===== src/rtl/mslw_pkg.sv =====
// Package for the multi-channel weight slew unit.
// Holds field widths, register codes, reset values, shared types and the state enum.
// No dependencies.
package mslw_pkg;

    // Default values for the top-level parameters.
    localparam int unsigned LAYERS_DEF        = 8;
    localparam int unsigned DELTAS_DEF        = 32;
    localparam int unsigned PENDING_DEPTH_DEF = 16;

    // Field widths fixed by the interface.
    localparam int unsigned REQ_W      = 2;
    localparam int unsigned LAYER_W    = 3;
    localparam int unsigned DELTA_W    = 5;
    localparam int unsigned WEIGHT_W   = 16;
    localparam int unsigned ELAPSED_W  = 16;
    localparam int unsigned RATE_W     = 16;
    localparam int unsigned LCOUNT_W   = 4;
    localparam int unsigned COUNT_W    = 5;
    localparam int unsigned CFG_IDX_W  = 2;
    localparam int unsigned CFG_DATA_W = 16;

    // Largest count that the pending count field can show.
    localparam int unsigned COUNT_MAX = 31;

    // Request codes.
    localparam logic [REQ_W-1:0] REQ_SET  = 2'd0;
    localparam logic [REQ_W-1:0] REQ_TICK = 2'd1;
    localparam logic [REQ_W-1:0] REQ_READ = 2'd2;

    // Configuration register indexes.
    localparam logic [CFG_IDX_W-1:0] CFG_RAMP_ENABLE = 2'd0;
    localparam logic [CFG_IDX_W-1:0] CFG_RAMP_RATE   = 2'd1;
    localparam logic [CFG_IDX_W-1:0] CFG_LAYER_COUNT = 2'd2;

    // Configuration reset values.
    localparam logic                 RAMP_ENABLE_RST = 1'b1;
    localparam logic [RATE_W-1:0]   RAMP_RATE_RST   = 16'd2147;
    localparam logic [LCOUNT_W-1:0] LAYER_COUNT_RST = 4'd8;

    // One entry of the pending list.
    typedef struct packed {
        logic [LAYER_W-1:0]         layer;
        logic [DELTA_W-1:0]         delta;
        logic signed [WEIGHT_W-1:0] target;
    } t_pend_entry;

    // Result of one slew step.
    typedef struct packed {
        logic signed [WEIGHT_W-1:0] weight;
        logic                       reached;
    } t_slew_res;

    // Sequencer states.
    typedef enum logic [2:0] {
        S_IDLE,
        S_DISP,
        S_ENT,
        S_UPD,
        S_RDW,
        S_FIN
    } t_state;

endpackage


===== src/rtl/mslw_plist.sv =====
// Pending list memory: one write port and one registered read port.
// Contents are undefined until written; the fill count lives in the sequencer.
// Depends on mslw_pkg.
module mslw_plist
    import mslw_pkg::*;
#(
    parameter int unsigned DEPTH = 16,
    parameter int unsigned AW    = 4
) (
    input  logic          i_clk,
    input  logic          i_we,
    input  logic [AW-1:0] i_waddr,
    input  t_pend_entry   i_wdata,
    input  logic          i_re,
    input  logic [AW-1:0] i_raddr,
    output t_pend_entry   o_rdata
);

    t_pend_entry r_mem [DEPTH];
    t_pend_entry r_rdata;

    always_ff @(posedge i_clk) begin
        if (i_we) begin
            r_mem[i_waddr] <= i_wdata;
        end
        if (i_re) begin
            r_rdata <= r_mem[i_raddr];
        end
    end

    assign o_rdata = r_rdata;

endmodule


===== config.mk =====
export PLATFORM = sky130hd
export DESIGN_NAME = mslw_plist
export DESIGN_NICKNAME = d
export VERILOG_FILES = /design/src/rtl/mslw_pkg.sv /design/src/rtl/mslw_plist.sv
export SDC_FILE = /design/constraint.sdc
export NUM_CORES = 1
export LEC_CHECK = 0
export BUFFER_PORTS_ARGS = -buffer_cell sky130_fd_sc_hd__buf_2
export CELL_PAD_IN_SITES_DETAIL_PLACEMENT = 1
export CELL_PAD_IN_SITES_GLOBAL_PLACEMENT = 2
export CORE_MARGIN = 1.5
export CORE_UTILIZATION = 49
export CTS_CLUSTER_SIZE = 30
export DETAILED_ROUTE_END_ITERATION = 10
export GPL_ROUTABILITY_DRIVEN = 1
export PLACE_DENSITY_LB_ADDON = 0.3
export SLEW_MARGIN = 20
export SYNTH_ARGS = -nofsm -noshare
export SYNTH_HDL_FRONTEND = slang
export SYNTH_SLANG_ARGS = --single-unit

===== constraint.sdc =====
create_clock -name i_clk -period 3.52 [get_ports i_clk]
set_input_delay 0.528 -clock i_clk [delete_from_list [all_inputs] [get_ports i_clk]]
set_output_delay 0.528 -clock i_clk [all_outputs]
set_load 0.05 [all_outputs]

# After elaboration in Yosys (flattened, before gate mapping)
# Memory sizes are Yosys's and may differ from the RTL's. A register that Yosys moved wholly into a read port is not among the register bits.
# Index checks and enable logic that the tools add are counted.
# op_classes
n_mux	2
# op_table
op	count
two-way mux 1 bit	2
# totals
ff_bits	0
mem_bits_rw	384
output_inout_bits	24
wordCells	3
n_memories	1
# mem_list
memory	depth	width	read_ports	rd_clocked_by_memory_dff	write_ports	line	rtl
r_mem	16	24	1	1	1	mslw_plist.sv:19	t_pend_entry r_mem [DEPTH];

# Logic depth before layout (Yosys ltp)
# Gate-level depths: netlist (run 1).
# logic_depth
word_depth	2
ltp_mapped	6
depth_no_buf	3

# Worst setup path after synthesis (run 1)
# OpenSTA, ideal clock, no wires.
# synth_path
path_type	input -> register
start	in i_waddr[2]
end	mem r_mem[0][0] (netlist bit), enable pin
setup_time_ns	0.435
arrival_ns	2.710
required_time_ns	3.085
slack_ns	0.375
stages	2
cell_sequence	or3b_2 -> nor3_1
# synth_lines
element	line	rtl
from (decl)	mslw_plist.sv:12	input logic [AW-1:0] i_waddr,
to (decl)	mslw_plist.sv:19	
# No word-level cell before the write port.

==> impl_results.md, run 1 <==
- Worst path depth: 5
- Average routed wire per standard cell: 28.8 µm
- Max_cap viols: 0
- Crit. End Element: flip-flop
- Yosys reg bits: 408
- Worst hold-check path type: in -> reg
- # rows: 64
- Gate count after technology mapping: 636
- Hpwl dp: 18000 µm
- Worst path bufs/invs: 2
- Syn. warnings: 0
- Largest net degree at the start of global routing: 43
- Switch Pwr: around 2.1 mW
- CTS H-Tree Depth: 2
- Initial antenna violation count: 1
- Number of I/O port buffers: 58
- Core Footprint: a little over 30000 µm²
- Total number of vias: 6959
- # DRC: 0
- Crit-path leading delay family: buffers and inverters
- Hold Crit Start: i_wdata[12]
- TritonRoute pass-1 iters: 6
- Critical path class: in -> reg
- Clock Root Buffer: clkbuf_16
- DRT Wirelength: 33200 µm
- Final period util: 54.0%
- Io pins: 59
- Slew margin rel.: 39.5%
- Worst path slowest cell: mux4_2
- Final setup TNS: 0 ns
- Min Clock Period, post-route: roughly 1.9 ns
- Fmax: around 530 MHz
- Die W: 179 µm
- Critical Path AT: 2.16 ns
- Cell internal pwr: 7.80 mW
- Switching share of power: 20.9%
- Reg clk slew, reported paths: 0.06 ns
- Die Area: around 32000 µm²
- Mapped Nets: 671
- Flop2flop setup slack: 2.07 ns
- Hold depth: 1
- Status: finished clean
- Worst path required time: 3.78 ns
- Final Util: between 50 and 60%
- Hold_buf cts: 0
- Grt total ovfl: 0
- All-Layer GR Usage: a little over a fifth
- Clock buffer count from CTS: 41
- Max IR drop VDD: 303 µV
- Nets: roughly 770
- CTS tree: built
- Fraction of layout cells with a size suffix above 1: about a third
- FF-to-FF Start: r_mem[11][16]$_DFFE_PP_
- Starting Density: between 40 and 50%
- Comb pwr share: 5.5%
- Post-synthesis sequential area ratio: between 80% and 90%
- Most common cell after layout, fill and taps aside: edfxtp_1
- Crit path max fanout: 35
- Deepest clock path buffer count: 3
- Final Hold Vio Count: 0
- Drt first-iter violations: 898
- Crit path launch type: input pin
- Post-CTS Setup Repair Bufs: 0
- Seq pwr share: between 50% and 60%
- Post-Syn Area: 15200 µm²
- Mean number of vias per cell: 6.03
- Worst Max-Slew Pin Slew: slightly above 0.9 ns
- Netlist cell types: 15
- Area grow syn2layout: 13.6%
- Post-CTS resize count: 0
- Clock latency on the worst-skew pair: approximately 0.52 ns
- Cells along the critical path: buf_6 > buf_4 > mux4_2 > a22oi_1 > nand2_1
- Leakage: 5.51 nW
- Minimum hold slack: 0.378 ns
- Worst-case clock skew: 0.00923 ns
- ANT nets after route: 0
- Vias in the first global route: ~7500
- Clock sink total: 408
- Reg2Reg Depth: 3
- Hold path endpoint: r_mem[15][12]$_DFFE_PP_
- R2r endpoint: o_rdata[16]$_DFFE_PP_
- First-pass GRT wire length: 49200 µm
- Avg Cell Area, Syn: approximately 24 µm²
- Fin. max-slew vios: 0
- PwrDens: 572 nW/µm²
- Die Height: approximately 180 µm
- RSZ-0062 raised after global routing: no
- Placer Congestion: 0.677
- Critical Path Max Stage Delay: 0.55 ns
- Commonest cells after routing, fill and taps aside: 408 x edfxtp_1, 96 x mux4_2, 56 x buf_2, 48 x a22oi_1, 41 x clkbuf_16
- Clock Power Share: 38.6%
- Endpoints failing setup: 0
## worst reg2reg max path, stage by stage (launching register included)
cell and delay [ns]:
edfxtp_1 0.37, mux4_2 0.49, a22oi_1 0.25, nand2_1 0.09
## kinds of logic (layout without fill, tap and decap cells)
family                 count (synthesis)  after routing  share of synthesized area (%)
buffers and inverters                 33            155                           1.15
AO/OA/AOI/OAI                         48             48                           2.38
other                                  0              1                              0
flip-flops                           408            408                           80.8
AND/OR/NAND/NOR                       51             51                           1.47
multiplexers                          96             96                           14.3
## per-stage QoR
stage	std cells	power, mW	setup slack, ns	instance area [µm²]
after global placement	1085	6.13	1.07	16100
after floorplan	636	5.95	0.375	15200
after CTS	1154	9.96	1.59	17200
after global routing	1154	10.1	1.47	17200
final	1155	9.86	1.62	17200
after detailed placement	1085	6.17	1.03	16100
## layout make-up
class	instances	area (µm²)
Fill cell	2555	13300
Sequential cell	408	12300
Multi-Input combinational cell	195	2800
Clock buffer	53	1070
Timing Repair Buffer	86	547
Tap cell	396	495
Clock inverter	16	68.8
Antenna cell	1	2.50
## cells in the mapped netlist
cell | instances | area, µm²
nand2b_1 | 2 | 12.5
nor2_1 | 13 | 48.8
and2_1 | 1 | 6.26
buf_2 | 10 | 50.1
nand2_1 | 25 | 93.8
nand3b_1 | 2 | 15.0
edfxtp_1 | 408 | 12300
mux4_2 | 96 | 2160
a22oi_1 | 48 | 360
nor3_1 | 4 | 20.0
clkbuf_1 | 18 | 67.6
nor2b_1 | 2 | 12.5
or3b_2 | 1 | 8.76
nand3_1 | 1 | 5.00
buf_6 | 5 | 56.3
## worst max-delay path by stage
| stage | to | slack, ns | startpoint |
|---|---|---|---|
| floorplan | r_mem[0][0]$_DFFE_PP_ | 0.37 | i_waddr[2] |
| global placement | o_rdata[13]$_DFFE_PP_ | 1.07 | i_raddr[0] |
| detailed placement | o_rdata[14]$_DFFE_PP_ | 1.03 | i_raddr[0] |
| CTS | o_rdata[13]$_DFFE_PP_ | 1.59 | i_raddr[0] |
| global route | o_rdata[13]$_DFFE_PP_ | 1.47 | i_raddr[0] |
| finish | o_rdata[13]$_DFFE_PP_ | 1.62 | i_raddr[0] |
## layer usage
layer  GRT usage, %  wire length, µm  vias up
met5              0                0        -
met4           7.60             1020        0
met3           4.11             1960       79
met2           34.6            16400      252
met1           30.8            13800     3721
li1               -                -     2907
## registers in the layout, indices dropped and copies added (netlist names)
signal	count
o_rdata	24
r_mem	384
## power groups by stage
stage	clock (mW)	sequential (mW)	combinational, mW
after detailed placement	0	5.61	0.553
after floorplan	0	5.68	0.263
after CTS	3.89	5.51	0.553
final	3.81	5.51	0.544
after global routing	4.04	5.52	0.586
after global placement	0	5.60	0.527
Power figures use the tool's default switching activity.
==> inputs of run 2 (changes only) <==
--- a/config.mk
+++ b/config.mk
@@ -9,7 +9,7 @@
 export CELL_PAD_IN_SITES_DETAIL_PLACEMENT = 1
 export CELL_PAD_IN_SITES_GLOBAL_PLACEMENT = 2
 export CORE_MARGIN = 1.5
-export CORE_UTILIZATION = 49
+export CORE_UTILIZATION = 45
 export CTS_CLUSTER_SIZE = 30
 export DETAILED_ROUTE_END_ITERATION = 10
 export GPL_ROUTABILITY_DRIVEN = 1
==> constraint.sdc (replaced) <==
create_clock -name i_clk -period 1.7 [get_ports i_clk]
set_input_delay 0.255 -clock i_clk [delete_from_list [all_inputs] [get_ports i_clk]]
set_output_delay 0.255 -clock i_clk [all_outputs]
set_load 0.05 [all_outputs]
==> run 2 against run 1 <==
Effect of this change: cell count up 5.8%; worst setup slack worse by 1.4 ns; sequential share of layout area down 2.5 points; global-route usage down 1.6 points; hold slack worse by 0.27 ns; utilization down 3.0 points; count of clock-buffer cells in the layout up 2; highest routed layer unchanged.
==> impl_results.md, run 2 (synthesized netlist as in run 1, its figures left out) <==
- Switch Pwr: 4.42 mW
- Worst Setup EP: o_rdata[8]
- Setup slack after layout: 0.202 ns
- Hpwl dp: 19100 µm
- Dpl cells: 1150
- Placed cell areas: 16600 µm²
- Worst path bufs/invs: 1
- Post-route insts no fill: roughly 1200
- Core Footprint: 33400 µm²
- Worst path slowest cell: edfxtp_1
- Crit-path leading delay family: flip-flops
- Worst hold-check path type: in -> reg
- Largest net degree at the start of global routing: 46
- Largest register by flop count: r_mem
- Seq pwr share: 53.9%
- Pre-CTS setup slack: -0.124 ns
- Inserted Diodes: 0
- Final period util: between 80% and 90%
- Clock sink total: 408
- Fraction of layout cells with a size suffix above 1: between 30% and 40%
- Nets: 781
- Clock Power Share: 40.3%
- Critical Path Start: o_rdata[8]$_DFFE_PP_
- Average routed wire per standard cell: 27.9 µm
- # rows: 67
- Minimum hold slack: 0.111 ns
- Vias in the first global route: 7724
- Comb pwr share: 5.8%
- Initial antenna violation count: 0
- Fin area: 17900 µm²
- Commonest cells after routing, fill and taps aside: 408 x edfxtp_1, 96 x mux4_2, 56 x buf_2, 48 x a22oi_1, 45 x clkbuf_16
- R2r endpoint: o_rdata[1]$_DFFE_PP_
- Crit path max fanout: 1
- Placer Congestion: 0.739
- Io pins: slightly below 60
- FF-to-FF Start: r_mem[10][1]$_DFFE_PP_
- Crit path launch type: flip-flop
- All-Layer GR Usage: 20.2%
- Fmax: around 670 MHz
- Worst Max-Slew Pin Slew: 0.772 ns
- DRT Wirelength: 34100 µm
- Min Clock Period, post-route: 1.50 ns
- Worst-case clock skew: 0.0125 ns
- Cell internal pwr: 16.8 mW
- Final Hold Vio Count: 0
- TritonRoute pass-1 iters: 5
- Die W: 187 µm
- Reg2Reg Depth: 3
- Leakage: 5.74 nW
- Max_cap viols: 0
- Worst path required time: 1.44 ns
- Status: finished clean
- Critical Path AT: 1.24 ns
- Fin. max-slew vios: 0
- Number of I/O port buffers: 58
- Area grow syn2layout: 17.7%
- PwrDens: 1190 nW/µm²
- Cells along the critical path: buf_2
- Critical Path Max Stage Delay: 0.43 ns
- Mean number of vias per cell: 5.77
- Starting Density: a little under half
- Crit. End Element: primary output
- Slew margin rel.: a little under 50%
- Met2 Track Usage GR: 34.8%
- Met3 GRT Util: 2.71%
- GRT Max-Usage Layer: met2
- Die Area: 34800 µm²
- Number of flip-flops in the largest register: 384
- Clock Root Buffer: clkbuf_16
- RSZ-0062 raised after global routing: no
- CTS tree: built
- Clock latency on the worst-skew pair: approximately 0.53 ns
- First-pass GRT wire length: 51200 µm
- Final setup TNS: 0 ns
- Clock buffer count from CTS: 42
- Die Height: 187 µm
- Endpoints failing setup: 0
- Post-CTS Setup Repair Bufs: 0
- # DRC: 0
- ANT nets after route: 0
- Critical path class: reg -> out
- Reg clk slew, reported paths: 0.06 ns
- Switching share of power: 20.9%
- Post-CTS resize count: 0
- Total number of vias: 7046
- Grt total ovfl: 0
- Deepest clock path buffer count: 3
- Most common cell after layout, fill and taps aside: edfxtp_1
- Total power: 21.2 mW
- Hold_buf cts: 0
- Final Util: 53.5%
- CTS H-Tree Depth: 2
- Drt first-iter violations: 609
- Flop2flop setup slack: 0.27 ns
- Worst path depth: 1
- GR Util met1: 27.5%
- Max IR drop VDD: 845 µV
[run 2: changes by cell type in the layout (fill, tap and decap cells not counted), sizes merged]
cell / before / now
buf: 86 / 99
clkbuf: 53 / 55
bufinv: 0 / 1
clkinv: 16 / 15
diode: 1 / 0
inv: 0 / 1
[run 2: per-layer routing]
metal | up-vias | routed length [µm]
li1 | 2956 | -
met1 | 3803 | 14400
met2 | 231 | 17500
met3 | 56 | 1470
met4 | 0 | 800
met5 | - | 0
[run 2: layout make-up]
type,count,area [µm²]
flip-flops and latches,408,12300
clock inverters,17,110
repair buffers,99,945
well taps,448,561
fillers,2914,15500
multi-input cells,195,2830
clock buffers,55,1160
[run 2: worst min-delay path by stage]
| stage | startpoint | end | slack, ns | cells past startpoint |
|---|---|---|---|---|
| floorplan | i_wdata[0] | r_mem[0][0]$_DFFE_PP_ | 0.35 | 0 |
| detailed placement | i_wdata[18] | r_mem[3][18]$_DFFE_PP_ | 0.64 | 1 |
| global placement | i_wdata[21] | r_mem[12][21]$_DFFE_PP_ | 0.60 | 1 |
| finish | i_wdata[5] | r_mem[4][5]$_DFFE_PP_ | 0.11 | 1 |
| global route | i_wdata[9] | r_mem[2][9]$_DFFE_PP_ | 0.10 | 1 |
| CTS | i_wdata[9] | r_mem[1][9]$_DFFE_PP_ | 0.09 | 1 |
[run 2: power by group through the flow]
stage | registers, mW | clock network (mW) | logic (mW)
floorplan | 11.8 | 0 | 0.556
global placement | 11.6 | 0 | 1.20
detailed placement | 11.6 | 0 | 1.24
CTS | 11.4 | 8.70 | 1.25
global route | 11.4 | 9.06 | 1.31
finish | 11.4 | 8.54 | 1.23
