$ cat config.mk
export PLATFORM = sky130hd
export DESIGN_NAME = mslw_slew_alu
export DESIGN_NICKNAME = d
export VERILOG_FILES = /design/src/rtl/mslw_pkg.sv /design/src/rtl/mslw_slew_alu.sv
export SDC_FILE = /design/constraint.sdc
export NUM_CORES = 1
export LEC_CHECK = 0
export ABC_CLOCK_PERIOD_IN_PS = 11030
export BUFFER_PORTS_ARGS = -buffer_cell sky130_fd_sc_hd__clkbuf_2
export CORE_MARGIN = 3
export CORE_UTILIZATION = 50
export DETAILED_ROUTE_END_ITERATION = 7
export PLACE_DENSITY_LB_ADDON = 0.12
export SLEW_MARGIN = 25
export SYNTH_ARGS = -nofsm -noshare
export SYNTH_HDL_FRONTEND = slang
export SYNTH_SLANG_ARGS = --single-unit
$ cat constraint.sdc
create_clock -name vclk -period 11.03
set_input_delay 1.6545 -clock vclk [all_inputs]
set_output_delay 1.6545 -clock vclk [all_outputs]
set_load 0.02 [all_outputs]
$ cat src/rtl/mslw_pkg.sv
// Package for the multi-channel weight slew unit.
// Holds field widths, register codes, reset values, shared types and the state enum.
// No dependencies.
package mslw_pkg;

    // Default values for the top-level parameters.
    localparam int unsigned LAYERS_DEF        = 8;
    localparam int unsigned DELTAS_DEF        = 32;
    localparam int unsigned PENDING_DEPTH_DEF = 16;

    // Field widths fixed by the interface.
    localparam int unsigned REQ_W      = 2;
    localparam int unsigned LAYER_W    = 3;
    localparam int unsigned DELTA_W    = 5;
    localparam int unsigned WEIGHT_W   = 16;
    localparam int unsigned ELAPSED_W  = 16;
    localparam int unsigned RATE_W     = 16;
    localparam int unsigned LCOUNT_W   = 4;
    localparam int unsigned COUNT_W    = 5;
    localparam int unsigned CFG_IDX_W  = 2;
    localparam int unsigned CFG_DATA_W = 16;

    // Largest count that the pending count field can show.
    localparam int unsigned COUNT_MAX = 31;

    // Request codes.
    localparam logic [REQ_W-1:0] REQ_SET  = 2'd0;
    localparam logic [REQ_W-1:0] REQ_TICK = 2'd1;
    localparam logic [REQ_W-1:0] REQ_READ = 2'd2;

    // Configuration register indexes.
    localparam logic [CFG_IDX_W-1:0] CFG_RAMP_ENABLE = 2'd0;
    localparam logic [CFG_IDX_W-1:0] CFG_RAMP_RATE   = 2'd1;
    localparam logic [CFG_IDX_W-1:0] CFG_LAYER_COUNT = 2'd2;

    // Configuration reset values.
    localparam logic                 RAMP_ENABLE_RST = 1'b1;
    localparam logic [RATE_W-1:0]   RAMP_RATE_RST   = 16'd2147;
    localparam logic [LCOUNT_W-1:0] LAYER_COUNT_RST = 4'd8;

    // One entry of the pending list.
    typedef struct packed {
        logic [LAYER_W-1:0]         layer;
        logic [DELTA_W-1:0]         delta;
        logic signed [WEIGHT_W-1:0] target;
    } t_pend_entry;

    // Result of one slew step.
    typedef struct packed {
        logic signed [WEIGHT_W-1:0] weight;
        logic                       reached;
    } t_slew_res;

    // Sequencer states.
    typedef enum logic [2:0] {
        S_IDLE,
        S_DISP,
        S_ENT,
        S_UPD,
        S_RDW,
        S_FIN
    } t_state;

endpackage

$ cat src/rtl/mslw_slew_alu.sv
// Shared slew unit: moves a weight one step toward its target and clamps there.
// One adder plus the compares for direction, equality and overshoot; used once per pending entry during a tick.
// Depends on mslw_pkg.
module mslw_slew_alu
    import mslw_pkg::*;
(
    input  logic signed [WEIGHT_W-1:0] i_cur,
    input  logic signed [WEIGHT_W-1:0] i_target,
    input  logic [RATE_W-1:0]          i_step,
    output t_slew_res                  o_res
);

    localparam int unsigned EXT_W = WEIGHT_W + 2;

    logic                    w_down;
    logic                    w_equal;
    logic signed [EXT_W-1:0] w_cur;
    logic signed [EXT_W-1:0] w_tgt;
    logic signed [EXT_W-1:0] w_step;
    logic signed [EXT_W-1:0] w_sum;
    logic                    w_over;

    always_comb begin
        w_down  = i_target < i_cur;
        w_equal = i_target == i_cur;
        w_cur   = EXT_W'(i_cur);
        w_tgt   = EXT_W'(i_target);
        w_step  = $signed({2'b00, i_step});
        // A single adder serves both directions.
        w_sum   = w_cur + (w_down ? -w_step : w_step);
        w_over  = w_down ? (w_sum <= w_tgt) : (w_sum >= w_tgt);

        if (w_equal) begin
            o_res.weight = i_cur;
        end else if (w_over) begin
            o_res.weight = i_target;
        end else begin
            o_res.weight = w_sum[WEIGHT_W-1:0];
        end
        o_res.reached = w_equal || w_over;
    end

endmodule

# After elaboration in Yosys (flattened, before gate mapping)
# Cells that the tools add are included.
# Widths: inputs -> output; s select.
# word_totals
out_inout_bits	17
input_bits	48
wordCells	11
regBits	0
# op_classes
mux	4
order_cmp	3
n_reduce_logical	1
eq_ne	1
addsub	2
# ops
op	n
$mux 16	2
$add 16x18->18	1
$ge 18x16->1	1
$le 18x16->1	1
$mux 18	1
$neg 16->18	1
$eq 16x16->1	1
$lt 16x16->1	1
$logic_or 1x1->1	1
$mux 1	1

# Logic depth before layout (Yosys ltp)
# Gate-level depths: netlist (run 1).
# logic_depth
ltp_word	7
depth_mapped	30
ltp_nobuf	25

# Worst setup path before layout (run 1)
# No wires, ideal clock.
# synth_path
path_kind	input to output
startpoint	in i_cur[15]
endpoint	out o_res[16] (netlist name)
t_arrival_ns	8.003
cell_stages	27
path_buffers	2
path_slack_ns	1.372
required_ns	9.376
cell_sequence	inv_1 -> ha_1 -> nand4_2 -> nor4_2 -> a21bo_1 -> a31oi_1 -> or2_2 -> buf_2 -> buf_2 -> o41ai_1 -> xnor2_1 -> ha_1 -> a21o_1 -> a2111oi_0 -> a211o_1 -> a41oi_1 -> o21a_1 -> nor2_1 -> xnor2_1 -> ha_1 -> nand4_1 -> nor4_1 -> a211oi_1 -> and4_1 -> o22ai_1 -> nand3_1 -> o21ai_0
# synth_rtl
element	line_no	rtl
start: declaration	mslw_slew_alu.sv:7	input logic signed [WEIGHT_W-1:0] i_cur,
end: declaration	mslw_slew_alu.sv:10	output t_slew_res o_res

==> results of run 1 <==
final cells by class:
type	count	area, µm²	area share
Timing Repair Buffer	72	378	0.130
Inverter	47	176	0.0606
Multi-Input combinational cell	298	2270	0.781
Tap cell	67	83.8	0.0288
power by group through the flow:
| stage | Sequential (µW) | Combinational, µW | Clock (µW) |
|---|---|---|---|
| 3_5_place_dp | 0 | 510 | 0 |
| 6_report | 0 | 524 | 0 |
| 2_1_floorplan | 0 | 375 | 0 |
| 5_1_grt | 0 | 577 | 0 |
| 4_1_cts | 0 | 513 | 0 |
| 3_3_place_gp | 0 | 506 | 0 |
synth_stat cells (7+ instances only):
master,n
nand2_1,10
nor2_1,27
a21o_1,7
o21ai_0,11
xnor2_1,24
a31oi_1,20
ha_1,53
o31ai_1,18
nand3_1,11
inv_1,47
nand4_1,22
a21oi_1,22
layer usage:
layer,wire length [µm],share of wire
met4,128,0.017
met1,3510,0.46
met2,3480,0.45
met3,582,0.076
met5,0,0
logic make-up after synthesis:
| family | share of synthesized area |
|---|---|
| AOI/OAI and AO/OA | 0.302 |
| and+or+nand+nor | 0.229 |
| buffers and inverters | 0.100 |
| adders and majority gates | 0.272 |
| xor gates and xnor gates | 0.0976 |
worst paths after layout:
| kind | from | end | slack (ps) |
|---|---|---|---|
| setup / recovery | i_cur[15] | o_res[5] | 770 |
| hold / removal | i_cur[8] | o_res[9] | 3700 |
critical path, delay by kind of cell:
family | cells | cell delay [ps]
buffers and inverters | 4 | 560
adder cells (fa/ha/maj) | 3 | 1000
XOR/XNOR | 2 | 240
AND/OR/NAND/NOR | 9 | 2680
AO/OA/AOI/OAI | 10 | 2450
through the flow:
step	power, µW	cell area [µm²]	instances	setup slack (ps)
6_report	524	2910	484	774
5_1_grt	577	2910	484	179
4_1_cts	513	2900	484	559
3_5_place_dp	510	2900	484	560
3_3_place_gp	506	2900	484	830
2_1_floorplan	375	2510	359	1370
layout by cell type, fill, tap and decap left out, types with 2 or more instances in the layout:
| cell type | Yosys | routed |
|---|---|---|
| nand2_1 | 10 | 10 |
| ha_1 | 53 | 53 |
| inv_1 | 47 | 47 |
| or3_1 | 4 | 4 |
| o22ai_1 | 2 | 2 |
| a31oi_1 | 20 | 20 |
| nor3_1 | 4 | 4 |
| xor2_1 | 4 | 4 |
| a21boi_0 | 2 | 2 |
| a211oi_1 | 3 | 3 |
| nor2b_1 | 6 | 6 |
| nand4_1 | 22 | 22 |
| clkbuf_2 | 1 | 65 |
| o41ai_1 | 3 | 3 |
| o21ai_0 | 11 | 11 |
| xnor2_1 | 24 | 24 |
| or4_1 | 3 | 2 |
| nand2b_1 | 4 | 4 |
| a21o_1 | 7 | 7 |
| buf_4 | 0 | 7 |
| a22oi_1 | 4 | 4 |
| a41oi_1 | 2 | 2 |
| a22o_1 | 2 | 2 |
| and4_1 | 2 | 2 |
| nor2_1 | 27 | 27 |
| o31ai_1 | 18 | 18 |
| and2_1 | 3 | 3 |
| nor4_2 | 2 | 2 |
| a21oi_1 | 22 | 22 |
| o21a_1 | 2 | 2 |
| a211o_1 | 3 | 3 |
| nand3_1 | 11 | 11 |
==> results.yml, run 1 <==
route:
  drt_iter0_drc: 173
  drtPass1Iterations: 5
  avgRoutedWirePerCell_um: 15.9
  drcViolationCount: 0
  routed_wl_um: 7700
  vias: 2971
  drtAntennaViolNets: 0
  vias_per_cell: 6.14
global_routing:
  grt_pass1_vias: 2629
  overflow: 0
  met3_usage: 0.0141
  busiest_layer: "met2"
  met1_usage: 0.358
  antenna_found_initial: 0
  grt_usage: 0.247
  gr-usage-met2: 0.407
  grt_max_degree: 19
  grt_pass1_wl_um: 12400
die:
  ios: 65
  initial_utilization: 0.525
  design.die.area_um2: 5910
  core_um2: 4790
  die_x_um: 76.9
  placementRows: 25
  dieHeight_um: 76.9
yosys:
  ys_warn_count: 0
  synthDistinctLibCells: 51
  synth.largest_area_cell: "ha_1"
  yosysTopAreaCellShare: 0.264
  synth_area_leaders: "ha_1 26%, xnor2_1 8.4%, inv_1 7.0%"
  synth_cells: 359
  postSynthAreaPerCell_um2: 7.00
  synth_nets: 461
  seq_area_frac_synth: 0
  syn_area_um2: 2510
pwr:
  p_per_area_nw_per_um2: 180
  pwr-share-comb: 1.000
  p_int_uw: 206
  clkPwrFrac: 0
  p_sw_frac: 0.606
  pwr-share-seq: 0
  p_leak_uw: 0.00148
  vdd_ir_drop_max_v: 0.0000862
  p_switching_uw: 318
job:
  max-cap-violations: 0
timing:
  rsz0062_at_grt: "no"
  final_max_slew_viol_count: 0
  maxSlewHeadroom: 0.497
  tightest_slew_ps: 755
  clock.fmax_mhz: 97.5
  final-hold-violation-count: 0
  hold_ws_ps: 3700
  period_needed_ps: 10260
  setup_tns_ps: 0
  post-route-period-util: 0.930
  finalSetupViolCount: 0
setup_path:
  crit_path_max_incr_delay_ps: 630
  crit_top_cell: "ha_1"
  cp-end-kind: "output pin"
  slowest_stage: "a2111oi_1"
  cp_max_fo: 18
  critPathLaunchType: "input port"
  critPathKind: "input port to output pin"
  required_ps: 9380
  worstPathArrival_ps: 8600
final_layout:
  final_core_util: 0.608
  area_delta_synth_final_pct: 15.8
  seq_cells: 0
  regArea_um2: 0
  clkbuf_count: 0
  fillers: 475
  diodes: 0
  fin_nets: 521
  layout-drive-gt1-share: 0.192
place:
  finalWeightedCongestion: 0.931
  dp_hpwl_um: 6320
  portBuffers: 65
clock_tree:
  hold_buffers: 0
  cts_resized: 0
  cts_setup_buffers: 0
min_path:
  whs_path_depth: 4
  hp-class: "input port to output pin"
status:
  status: "finished clean"
No activity file was read; power rests on OpenSTA's default activity.
==> inputs of run 2 (changes only) <==
Settings changed: ABC_CLOCK_PERIOD_IN_PS 11030 to 10450.
Clock period 11.03 ns to 10.45 ns, I/O delays scaled along.
==> results.yml, run 2 (synthesis results as in run 1) <==
final_layout:
  clkbuf_count: 0
  regArea_um2: 0
  fin_nets: 523
  final_cell_mix: "65 x clkbuf_2, 53 x ha_1, 47 x inv_1"
  layout_commonest_cell: "clkbuf_2"
  area_delta_synth_final_pct: 16.9
  layout-drive-gt1-share: 0.200
  fin_area_um2: 2940
  diodes: 0
  fillers: 485
  seq_cells: 0
global_routing:
  grt_pass1_wl_um: 12800
  grt_pass1_vias: 2834
  antenna_found_initial: 0
  overflow: 0
  grt_usage: 0.255
  grt_max_degree: 19
job:
  max-cap-violations: 0
die:
  dieHeight_um: 76.9
  ios: 65
  placementRows: 25
  initial_utilization: 0.525
  design.die.area_um2: 5910
  core_um2: 4790
  die_x_um: 76.9
min_path:
  whs_path_depth: 4
  hp-start: "i_target[11]"
  whs_endpoint: "o_res[12]"
  hp-class: "input port to output pin"
setup_path:
  worstPathArrival_ps: 8310
  critPathKind: "input port to output pin"
  required_ps: 8880
  cp-end-kind: "output pin"
  critPathLaunchType: "input port"
  cp_max_fo: 18
place:
  dp_hpwl_um: 6590
  finalWeightedCongestion: 0.900
  portBuffers: 65
  pre_cts_slack_ps: 256
  place_area_um2: 2910
route:
  vias_per_cell: 6.16
  topRoutingLayerUsed: "met4"
  drt_iter0_drc: 167
  drtPass1Iterations: 5
  drcViolationCount: 0
  avgRoutedWirePerCell_um: 16.1
  vias: 2992
  route.met3.wl_um: 513
  routedLengthMet1_um: 3490
  drtAntennaViolNets: 0
  route.met2.wl_um: 3670
  routed_wl_um: 7810
timing:
  final-hold-violation-count: 0
  setup_tns_ps: 0
  tightest_slew_ps: 740
  maxSlewHeadroom: 0.505
  finalSetupViolCount: 0
  clock.fmax_mhz: 101
  post-route-period-util: 0.945
  final_max_slew_viol_count: 0
  fin_ws_ps: 570
  rsz0062_at_grt: "no"
  period_needed_ps: 9880
pwr:
  vdd_ir_drop_max_v: 0.0000995
  p_leak_uw: 0.00150
  p_per_area_nw_per_um2: 192
status:
  status: "finished clean"
clock_tree:
  cts_setup_buffers: 0
run 2: worst max path at each step:
stage,end,start
finish,o_res[15],i_cur[15]
floorplan,o_res[16],i_cur[15]
detailed placement,o_res[15],i_cur[15]
global placement,o_res[15],i_cur[15]
global route,o_res[9],i_cur[15]
CTS,o_res[15],i_cur[15]
run 2: stage by stage:
step / util / instances / power [µW] / hold WS [ps]
floorplan: - / 359 / 396 / 3310
global placement: 0.609 / 486 / 544 / 3520
detailed placement: 0.609 / 486 / 549 / 3520
CTS: 0.609 / 486 / 551 / 3520
global route: 0.614 / 486 / 616 / 3540
finish: 0.614 / 486 / 563 / 3520
run 2: worst max-delay path, cell delays in order:
cell	delay (ps)
clkbuf_2	130
inv_1	80
ha_1	360
nand4_2	150
nor4_2	350
a21bo_1	260
a31oi_1	160
buf_4	180
or2_2	370
nand2_1	110
xnor2_1	230
ha_1	320
a21o_1	190
a2bb2oi_1	310
a31oi_2	220
a31oi_1	280
a22oi_1	140
a31oi_1	250
xor2_1	110
ha_1	380
nand4_1	200
nor4_2	380
a211oi_1	200
and4_1	270
or4_4	630
nand4_1	140
a31oi_1	120
clkbuf_2	200
run 2: cell type report:
cell class / count / area [µm²] / share of cell area
repair buffers: 74 / 393 / 0.134
well taps: 67 / 83.8 / 0.0285
multi-input cells: 298 / 2280 / 0.778
inverters: 47 / 176 / 0.0601
run 2: repair_timing:
item	in CTS	in global routing
hold buffers	0	0
setup endpoints to repair	0	17
resized for setup	0	4
run 2: routing by layer:
metal / track usage / up-vias
met5: 0 / -
met1: 0.340 / 1372
met4: 0.0489 / 0
met3: 0.0270 / 14
met2: 0.442 / 129
li1: - / 1477
run 2: power breakdown:
group          internal (µW)  switching, µW
Clock                      0              0
Sequential                 0              0
Combinational            221            342
Total                    221            342
==> inputs of run 3 (changes only) <==
Settings changed: PLACE_DENSITY from default to 0.76, PLACE_DENSITY_LB_ADDON 0.12 to default.
==> results.yml, run 3 (synthesis results as in run 1) <==
clock_tree:
  hold_buffers: 0
final_layout:
  fillers: 471
  diodes: 0
  multi_input_area_um2: 2290
  final_cell_mix: "65 x clkbuf_2, 53 x ha_1, 47 x inv_1"
  layout_commonest_cell: "clkbuf_2"
  seq_cells: 0
  clkbuf_count: 0
  regArea_um2: 0
  fin_nets: 521
  final_core_util: 0.612
  layout-drive-gt1-share: 0.194
  area_delta_synth_final_pct: 16.5
global_routing:
  grt_max_degree: 21
  grt_pass1_wl_um: 11900
  antenna_found_initial: 0
  overflow: 0
  grt_usage: 0.237
  grt_pass1_vias: 2508
timing:
  final_max_slew_viol_count: 0
  hold_ws_ps: 3530
  maxSlewHeadroom: 0.556
  post-route-period-util: 0.959
  final-hold-violation-count: 0
  clock.fmax_mhz: 99.8
  finalSetupViolCount: 0
  period_needed_ps: 10020
  tightest_slew_ps: 665
place:
  finalWeightedCongestion: 0.954
  portBuffers: 65
  dp_hpwl_um: 6390
setup_path:
  slowest_stage: "o22ai_1"
  crit_path_max_incr_delay_ps: 480
  cp_max_fo: 18
  crit_top_cell: "a31oi_1"
  required_ps: 8880
  worstPathArrival_ps: 8460
  cp-end-kind: "output pin"
  critPathKind: "input port to output pin"
  critPathLaunchType: "input port"
pwr:
  p_per_area_nw_per_um2: 190
  vdd_ir_drop_max_v: 0.000125
  p_leak_uw: 0.00149
die:
  initial_utilization: 0.525
  dieHeight_um: 76.9
  design.die.area_um2: 5910
  core_um2: 4790
  placementRows: 25
  ios: 65
  die_x_um: 76.9
status:
  status: "finished clean"
route:
  drt_iter0_drc: 208
  drtAntennaViolNets: 0
  drtPass1Iterations: 5
  routed_wl_um: 7620
  drcViolationCount: 0
  avgRoutedWirePerCell_um: 15.7
  vias_per_cell: 6.10
  vias: 2954
min_path:
  hp-class: "input port to output pin"
job:
  max-cap-violations: 0
==> run 3: worst max-delay path: cells and delay by family <==
kind	cells	cell delay, ps
compound gates	11	2770
xor+xnor	2	340
fa+ha+maj	3	1110
buf+inv	4	650
simple gates	8	2000
==> run 3: layout make-up <==
class	count	share of cell area
repair buffers	72	0.129
well taps	67	0.0286
multi-input cells	298	0.782
inverters	47	0.0603
==> run 3: metrics by stage <==
stage	worst slack (ps)	TNS, ps	std cells	power, µW	area [µm²]
after detailed placement	203	0	484	538	2900
after global routing	-112	-786	484	604	2930
after global placement	538	0	484	531	2900
after CTS	201	0	484	542	2900
final	427	0	484	558	2930
after floorplan	966	0	359	396	2510
==> run 3: worst paths after layout <==
check	from	end	slack, ps	depth (start not counted)
max	i_cur[15]	o_res[8]	430	28
min	i_cur[9]	o_res[10]	3530	4
==> run 3: layer usage <==
metal | global-route usage | routed length (µm) | vias up
li1 | - | - | 1479
met1 | 0.336 | 3440 | 1344
met2 | 0.401 | 3590 | 118
met3 | 0.0117 | 469 | 13
met4 | 0.0362 | 123 | 0
met5 | 0 | 0 | -
==> run 3: repair_timing <==
| action | CTS | global route |
|---|---|---|
| setup endpoints to repair | 0 | 17 |
| resized for setup | 0 | 6 |
| setup buffers | 0 | 0 |
==> run 3: where the power goes <==
| group | switching, µW | internal [µW] | total, µW |
|---|---|---|---|
| Combinational | 341 | 216 | 558 |
| Sequential | 0 | 0 | 0 |
| Clock | 0 | 0 | 0 |
